--- config.mk ---
export PLATFORM = sky130hd
export DESIGN_NAME = rau_ctrl
export DESIGN_NICKNAME = d
export VERILOG_FILES = /design/src/rtl/core/rau_pkg.sv /design/src/rtl/core/rau_ctrl.sv
export SDC_FILE = /design/constraint.sdc
export NUM_CORES = 1
export LEC_CHECK = 0
export ABC_AREA = 1
export BUFFER_PORTS_ARGS = -buffer_cell sky130_fd_sc_hd__buf_4
export CELL_PAD_IN_SITES_DETAIL_PLACEMENT = 1
export CELL_PAD_IN_SITES_GLOBAL_PLACEMENT = 1
export CORE_MARGIN = 2
export CORE_UTILIZATION = 25
export CTS_CLUSTER_DIAMETER = 120
export DETAILED_ROUTE_END_ITERATION = 8
export PLACE_DENSITY = 0.68
export SYNTH_ARGS = -nofsm -noshare
export SYNTH_HDL_FRONTEND = slang
export SYNTH_SLANG_ARGS = --single-unit
--- constraint.sdc ---
create_clock -name clk -period 1 [get_ports clk]
set_input_delay 0.2 -clock clk [delete_from_list [all_inputs] [get_ports clk]]
set_output_delay 0.2 -clock clk [all_outputs]
set_load 0.05 [all_outputs]
--- src/rtl/core/rau_pkg.sv ---
// ----------------------------------------------------------------------------
// rau_pkg
// shared types and constants of the rational arithmetic unit
// ----------------------------------------------------------------------------
package rau_pkg;

	localparam int OPERAND_BITS_DEF = 16;
	localparam int RES_NUM_W = 32;
	localparam int RES_DEN_W = 31;

	typedef enum logic [3:0] {
		CMD_ADD = 4'd0,
		CMD_SUB = 4'd1,
		CMD_MUL = 4'd2,
		CMD_DIV = 4'd3,
		CMD_EQ  = 4'd4,
		CMD_NE  = 4'd5,
		CMD_GE  = 4'd6,
		CMD_LE  = 4'd7,
		CMD_GT  = 4'd8,
		CMD_LT  = 4'd9
	} cmd_t;

	typedef enum logic [3:0] {
		ST_IDLE,
		ST_MUL1,
		ST_MUL2,
		ST_FORM,
		ST_GCD,
		ST_DIVN,
		ST_DIVD,
		ST_DSTP,
		ST_FIN,
		ST_DONE
	} state_t;

	// controller to datapath
	typedef struct packed {
		logic load;
		logic mul1;
		logic mul2;
		logic form;
		logic gcd_step;
		logic div_init;
		logic div_step;
		logic div_save_n;
		logic finish;
	} ctrl_t;

	// datapath to controller
	typedef struct packed {
		logic skip_gcd;
		logic gcd_done;
		logic div_done;
	} stat_t;

endpackage

--- src/rtl/core/rau_ctrl.sv ---
// ----------------------------------------------------------------------------
// rau_ctrl
// sequencer for one transaction of the rational unit
// ----------------------------------------------------------------------------
module rau_ctrl import rau_pkg::*; (
	input  logic  clk,
	input  logic  arst_n,
	input  logic  start,
	output logic  busy,
	output logic  done,
	output ctrl_t ctrl,
	input  stat_t stat
);
	state_t state_q, state_d;

	always_ff @(posedge clk or negedge arst_n) begin
		if (!arst_n)
			state_q <= ST_IDLE;
		else
			state_q <= state_d;
	end

	always_comb begin
		state_d = state_q;
		ctrl = '0;
		busy = 1'b1;
		done = 1'b0;
		case (state_q)
			ST_IDLE: begin
				busy = 1'b0;
				ctrl.load = start;
				if (start)
					state_d = ST_MUL1;
			end
			ST_MUL1: begin
				ctrl.mul1 = 1'b1;
				state_d = ST_MUL2;
			end
			ST_MUL2: begin
				ctrl.mul2 = 1'b1;
				state_d = ST_FORM;
			end
			ST_FORM: begin
				ctrl.form = 1'b1;
				state_d = ST_GCD;
			end
			ST_GCD: begin
				// zero results skip the reduction
				if (stat.skip_gcd) begin
					ctrl.finish = 1'b1;
					state_d = ST_DONE;
				end else if (stat.gcd_done) begin
					ctrl.div_init = 1'b1;
					state_d = ST_DIVN;
				end else begin
					ctrl.gcd_step = 1'b1;
				end
			end
			ST_DIVN: begin
				ctrl.div_step = 1'b1;
				if (stat.div_done)
					state_d = ST_DIVD;
			end
			ST_DIVD: begin
				// first pass left the numerator quotient; start denominator
				ctrl.div_init = 1'b1;
				ctrl.div_save_n = 1'b1;
				state_d = ST_DSTP;
			end
			ST_DSTP: begin
				ctrl.div_step = 1'b1;
				if (stat.div_done)
					state_d = ST_FIN;
			end
			ST_FIN: begin
				ctrl.finish = 1'b1;
				state_d = ST_DONE;
			end
			ST_DONE: begin
				done = 1'b1;
				state_d = ST_IDLE;
			end
			default: state_d = ST_IDLE;
		endcase
	end
endmodule

Yosys cells after proc, flatten, opt, wreduce, memory -nomap -nowiden --
Index checks and enable logic that the tools add are counted.
Operators by class: mux-type cells 21, reductions and logical operators 3, equality and inequality tests 13
Operator list (number):
- $pmux W4 S9 | 1
- $mux W4 | 5
- $eq A4 B3 Y1 const B | 4
- $mux W1 | 12
- $eq A4 B2 Y1 const B | 2
- $eq A4 B4 Y1 const B | 2
- $ne A2 B2 Y1 const B | 3
- $eq A4 B1 Y1 const B | 1
- $logic_not A4 Y1 | 1
- $pmux W1 S2 | 2
- $reduce_and A4 Y1 | 1
- $ne A3 B3 Y1 const B | 1
- $mux W2 | 1
- $reduce_or A2 Y1 | 1
Storage, ports and cells: output and inout bits 11, register bits after elaboration 4

Logic depth before layout (Yosys ltp) --
Gate-level depths: netlist (run 1).
word-level depth 3, depth in mapped cells 7, mapped depth without buffers 7

Worst setup path after synthesis (run 1) --
No wires, ideal clock.
path kind flip-flop to output port, from register state_q[0], to output port done, stages on the path, launching flop included 3, setup slack -1215 ps, path buffers 0, arrival 2015 ps, cell sequence dfrtp_1 > inv_2 > nor4_1
On the way: word-level cells in the longest chain between the ends 2
Ends and longest elaborated chain:
- start: declaration | RTL line rau_ctrl.sv:14 | state_t state_q, state_d;
- start signal: assignment | RTL line rau_ctrl.sv:20 | state_q <= state_d;
- $eq A4 B4 Y1 | RTL line rau_ctrl.sv:28 | case (state_q)
- $mux W1 | RTL line rau_ctrl.sv:28
- end: declaration | RTL line rau_ctrl.sv:10 | output logic done,
No other way between the ends.

Worst setup path in the final report (run 1) --
from register state_q[2], to output port done
The elaborated chain is that of the path after synthesis.

==> results of run 1 <==
-- cell usage in the layout, fill, tap and decap left out, drive strengths merged --
master and n:
a21oi 1, nand3 6, nor2 10, nand4 1, o21ai 3, clkinvlp 2
dlygate4sd3 1, nand2 16, inv 12, nor3 4, dfrtp 4, clkbuf 3
nor4 1, buf 44
-- worst reg2reg max path: cells and delay by family (launching register included) --
kind / cells / cell delay (ns)
AND/OR/NAND/NOR: 6 / 0.43
flip-flops: 1 / 0.44
buffers and inverters: 5 / 0.52
-- Yosys cell counts --
library cell   n  area (um2)
nand2_1       15        56.3
inv_1          8        30.0
inv_2          5        18.8
nand3_1        5        25.0
dfrtp_1        4         100
nor2_1         4        15.0
nor2_4         4        45.0
nor3_1         4        20.0
nor2_2         2        12.5
o21ai_1        2        10.0
a21oi_1        1        5.00
clkinv_1       1        3.75
nand2_4        1        11.3
nand3_2        1        10.0
nand4_1        1        6.26
nor4_1         1        6.26
o21ai_0        1        5.00
-- layout make-up --
type	instances	share of cell area, %
multi-input cells	42	35.8
flip-flops and latches	4	10.6
well taps	16	2.01
clock buffers	3	2.26
repair buffers	45	42.5
inverters	14	6.79
-- power by group --
part           leakage (uW)  total, uW  switching [uW]  internal, uW
clock             0.0000138        231            94.8           136
sequential        0.0000451        426             162           264
combinational      0.000438       3450            1930          1520
total              0.000497       4100            2190          1920
-- per-stage QoR --
stage / cells / power, uW
CTS: 120 / 3650
finish: 124 / 4100
detailed placement: 113 / 3060
global route: 124 / 4320
global placement: 113 / 2980
floorplan: 60 / 2030
-- kinds of logic (layout without fill, tap and decap cells) --
kind of cell	after synthesis	count (layout)	synth area share (%)
AO/OA/AOI/OAI	4	4	5.26
buffers and inverters	14	62	13.8
flip-flops	4	4	26.3
AND/OR/NAND/NOR	38	38	54.6
-- worst min-delay path by stage --
stage,start,endpoint
2_1_floorplan,arst_n,state_q[0]$_DFFE_PN0P_
3_3_place_gp,arst_n,state_q[1]$_DFFE_PN0P_
3_5_place_dp,arst_n,state_q[3]$_DFFE_PN0P_
4_1_cts,arst_n,state_q[0]$_DFFE_PN0P_
5_1_grt,arst_n,state_q[0]$_DFFE_PN0P_
6_report,arst_n,state_q[0]$_DFFE_PN0P_
-- what timing repair did --
action                                 in CTS  in global routing
pin swaps                                   5                  4
endpoints found under the hold margin       4                  0
cloned                                      0                  0
resized for setup                          21                 13
setup endpoints to repair                  15                 15
hold buffers                                1                  0
buffers inserted                            3                  4
-- layer usage --
metal	track usage (%)	routed length, um	vias to the layer above
met4	17.6	76	0
met3	4.26	55	7
met1	21.7	803	288
met2	38.2	1170	17
met5	0	0	-
li1	-	-	282
==> flow_summary.yaml, run 1 <==
finish:
  largest_reg_flops: 4
  drive_gt1_share_pct: 75.9
  antenna_cells: 0
  regMostFlops: "state_q"
  finish.instance_area_um2: 995
  nNetsFinal: 116
  fin_util_pct: 67.6
  seqCellArea_um2: 105
  multi_input_area_um2: 357
  fillers: 169
  area_delta_synth_final_pct: 162
  top_regs: "state_q: 4 flops"
sta:
  skew_ns: 0.0177
  worst_slack_ns: -0.590
  holdWs_ns: 0.261
  fmax_mhz: 629
  rsz0062_at_grt: "true"
  drv_slew: 0
  min_period_ns: 1.59
  finalSetupViolCount: 15
  maxSlewHeadroom_pct: 82.0
  tightest_slew_ns: 0.268
  timing.final.crit_share_pct: 159
  tns_ns: -7.59
  finalHoldViolations: 0
die:
  die_area_um2: 1850
  rows: 14
  die_h_um: 43.0
  initial_core_util_pct: 25.9
  coreArea_um2: 1470
  io_pins: 17
  dieWidth_um: 43.0
place:
  dp_slack_ns: -0.379
  gp_congestion: 0.756
  dpl.hpwl_um: 1290
  portBuffers: 16
  placed_cell_area_um2: 787
critical_path:
  crit_top_cell: "buf_6"
  path_max_fanout: 3
  worstPathRequired_ns: 0.80
  cp_num_cells: 3
  r2r_end: "state_q[2]$_DFFE_PN0P_"
  r2r_cells: 11
  start_kind: "flop"
  cp_cell_sequence: "buf_6 -> nor4_4 -> buf_6"
  cp.arrival_ns: 1.39
  cp_slowest_cell: "dfrtp_2"
  critPathCaptureType: "primary output"
  critPathMaxStageDelay_ns: 0.45
  rrSetupSlack_ns: -0.47
  crit_buf_inv: 2
  cp-startpoint: "state_q[2]$_DFFE_PN0P_"
  worstSetupPathType: "reg2out"
  worstSetupEndpoint: "done"
  rr_startpoint: "state_q[0]$_DFFE_PN0P_"
  critPathTopFamily: "flip-flops"
clock_tree:
  clockRootBuffer: "clkbuf_4"
  cts.sinks: 4
  clkLatencyLatePin_ns: 0.26
  cts_tree: "built"
  htree_levels: 1
  clock_path_buffers: 2
  cts_made_buffers: 3
  path_clk_slew_ns: 0.05
route:
  num_vias: 594
  totalWireLength_um: 2100
  ant_nets: 0
  wl_per_cell_um: 17.0
  vias_per_cell: 4.79
  drt_iter0_drc: 5
  drc_errors: 0
  firstDrtPassIters: 4
power_and_ir_drop:
  power.leakage_uw: 0.000497
  p_per_area_nw_per_um2: 4130
  vdd_ir_drop_max_v: 0.00218
yosys:
  ys_ff_latch: 4
  syn_nets: 66
  synth_cells: 60
  seq_area_frac_synth_pct: 26.3
  synthesis.area_um2: 380
  synth_area_per_cell_um2: 6.34
  ys_warn_count: 0
  synth_cell_types: 17
worst_hold_path:
  min_path_type: "in2async"
outcome:
  status: "finished, violations left"
  violations: "negative setup slack"
global_route:
  antenna_found_initial: 0
  grt_pass1_wl_um: 2710
  grt_max_degree: 6
  overflow: 0
  grt_use_total_pct: 21.7
  grt_pass1_vias: 604
flow_run:
  max_cap_violations: 0
(Power assumes the default switching activity.)
==> run 2: changes to the inputs <==
RECOVER_POWER = 50   (was default)
==> run 2 against run 1 <==
  * The flow still finishes with violations (negative setup slack)
  * Die area did not move
  * Maximum frequency unchanged
  * Clock power about the same
  * Power about the same
  * Clock skew unchanged
  * Sequential share of layout area about the same
  * Routed wire length about the same
  * Cell area shrank 0.38%
  * Setup slack unchanged
  * Sequential cell count is the same
  * Largest cell class unchanged
==> flow_summary.yaml, run 2 (same netlist as run 1, synthesis figures left out) <==
global_route:
  grt_pass1_vias: 604
  grt_use_total_pct: 21.7
  grt_pass1_wl_um: 2710
  antenna_found_initial: 0
  overflow: 0
  grt_max_degree: 6
finish:
  top_regs: "state_q: 4 flops"
  regMostFlops: "state_q"
  final_common_cell: "buf_4"
  nNetsFinal: 116
  largest_reg_flops: 4
  drive_gt1_share_pct: 75.0
  layout_common_cells: "buf_4, buf_6, nand2_1"
  antenna_cells: 0
  fin_util_pct: 67.3
  area_delta_synth_final_pct: 161
route:
  wl_per_cell_um: 17.0
  ant_nets: 0
  firstDrtPassIters: 4
  num_vias: 594
  drt_iter0_drc: 5
  drc_errors: 0
  totalWireLength_um: 2100
  vias_per_cell: 4.79
die:
  coreArea_um2: 1470
  dieWidth_um: 43.0
  initial_core_util_pct: 25.9
  rows: 14
  io_pins: 17
  die_h_um: 43.0
  die_area_um2: 1850
critical_path:
  critPathCaptureType: "primary output"
  rrSetupSlack_ns: -0.47
  start_kind: "flop"
  r2r_cells: 11
  r2r_end: "state_q[2]$_DFFE_PN0P_"
  crit_top_cell: "buf_6"
  rr_startpoint: "state_q[0]$_DFFE_PN0P_"
  cp.arrival_ns: 1.39
  cp_cell_sequence: "buf_6 -> nor4_4 -> buf_6"
  critPathMaxStageDelay_ns: 0.45
  worstSetupPathType: "reg2out"
  cp_slowest_cell: "dfrtp_2"
  worstPathRequired_ns: 0.80
  path_max_fanout: 3
sta:
  finalSetupViolCount: 15
  tightest_slew_ns: 0.268
  worst_slack_ns: -0.590
  maxSlewHeadroom_pct: 82.0
  holdWs_ns: 0.295
  finalHoldViolations: 0
  skew_ns: 0.0177
  fmax_mhz: 629
  timing.final.crit_share_pct: 159
  rsz0062_at_grt: "true"
  tns_ns: -7.59
  drv_slew: 0
  min_period_ns: 1.59
clock_tree:
  clkLatencyLatePin_ns: 0.26
  path_clk_slew_ns: 0.05
  clockRootBuffer: "clkbuf_4"
  clock_path_buffers: 2
  cts_tree: "built"
  cts_made_buffers: 3
  cts.sinks: 4
  htree_levels: 1
power_and_ir_drop:
  vdd_ir_drop_max_v: 0.00218
  swShare_pct: 53.4
  p_int_uw: 1910
  switching_power_uw: 2190
  p_seq_share_pct: 10.4
  power.leakage_uw: 0.000493
  p_comb_share_pct: 84.0
  p_per_area_nw_per_um2: 4140
  pwr-share-clk_pct: 5.6
place:
  dp_slack_ns: -0.379
  portBuffers: 16
  gp_congestion: 0.756
  dpl.hpwl_um: 1290
worst_hold_path:
  min_path_type: "in2async"
outcome:
  violations: "negative setup slack"
  status: "finished, violations left"
flow_run:
  max_cap_violations: 0
-- run 2: changes by cell type in the layout (fill, tap and decap cells not counted) --
cell / before / now
buf_4: 25 / 24
clkbuf_1: 0 / 1
-- run 2: worst max-delay path by stage --
stage | start | end | slack, ns | cells past startpoint
after global placement | state_q[0]$_DFFE_PN0P_ | ctrl[3] | -0.33 | 4
after CTS | state_q[0]$_DFFE_PN0P_ | ctrl[0] | -0.55 | 5
after detailed placement | state_q[0]$_DFFE_PN0P_ | ctrl[3] | -0.38 | 4
after floorplan | state_q[0]$_DFFE_PN0P_ | state_q[0]$_DFFE_PN0P_ | -0.41 | 6
final | state_q[2]$_DFFE_PN0P_ | done | -0.59 | 3
after global routing | state_q[2]$_DFFE_PN0P_ | ctrl[3] | -0.65 | 5
-- run 2: area by class of cell --
cell class	count	area, um2
sequential	4	105
inverter	14	67.6
fill	170	480
multi-input combinational	42	357
clock buffer	3	22.5
tap	16	20.0
timing repair buffer	45	419
-- run 2: critical path, delay by kind of cell (launching register included) --
family / cells / cell delay [ns]
buf+inv: 2 / 0.34
flops: 1 / 0.45
simple gates: 1 / 0.32
-- run 2: timing repair --
| item | 4_1_cts | 5_1_grt |
|---|---|---|
| setup endpoints to repair | 15 | 15 |
| pin swaps | 5 | 4 |
| hold buffers | 1 | 0 |
| setup buffers | 3 | 4 |
| gates resized for setup | 21 | 13 |
| endpoints found under the hold margin | 4 | 0 |
-- run 2: routing by layer --
layer  routed length, um  vias to the layer above  track usage, %
met2                1170                       17            38.2
met5                   0                        -               0
met1                 804                      288            21.7
met3                  55                        7            4.26
li1                    -                      282               -
met4                  76                        0            17.6
-- run 2: power by group through the flow --
stage | Combinational (uW) | Sequential, uW | Clock [uW]
after global routing | 3640 | 434 | 247
after CTS | 3030 | 405 | 217
after global placement | 2570 | 404 | 0
after floorplan | 1570 | 469 | 0
final | 3450 | 427 | 231
after detailed placement | 2650 | 413 | 0
-- run 2: per-stage QoR --
| stage | instance area (um2) | std cells | total power (uW) |
|---|---|---|---|
| 5_1_grt | 991 | 124 | 4320 |
| 4_1_cts | 921 | 120 | 3650 |
| 6_report | 991 | 124 | 4100 |
| 3_5_place_dp | 787 | 113 | 3060 |
| 2_1_floorplan | 489 | 60 | 2030 |
| 3_3_place_gp | 787 | 113 | 2980 |
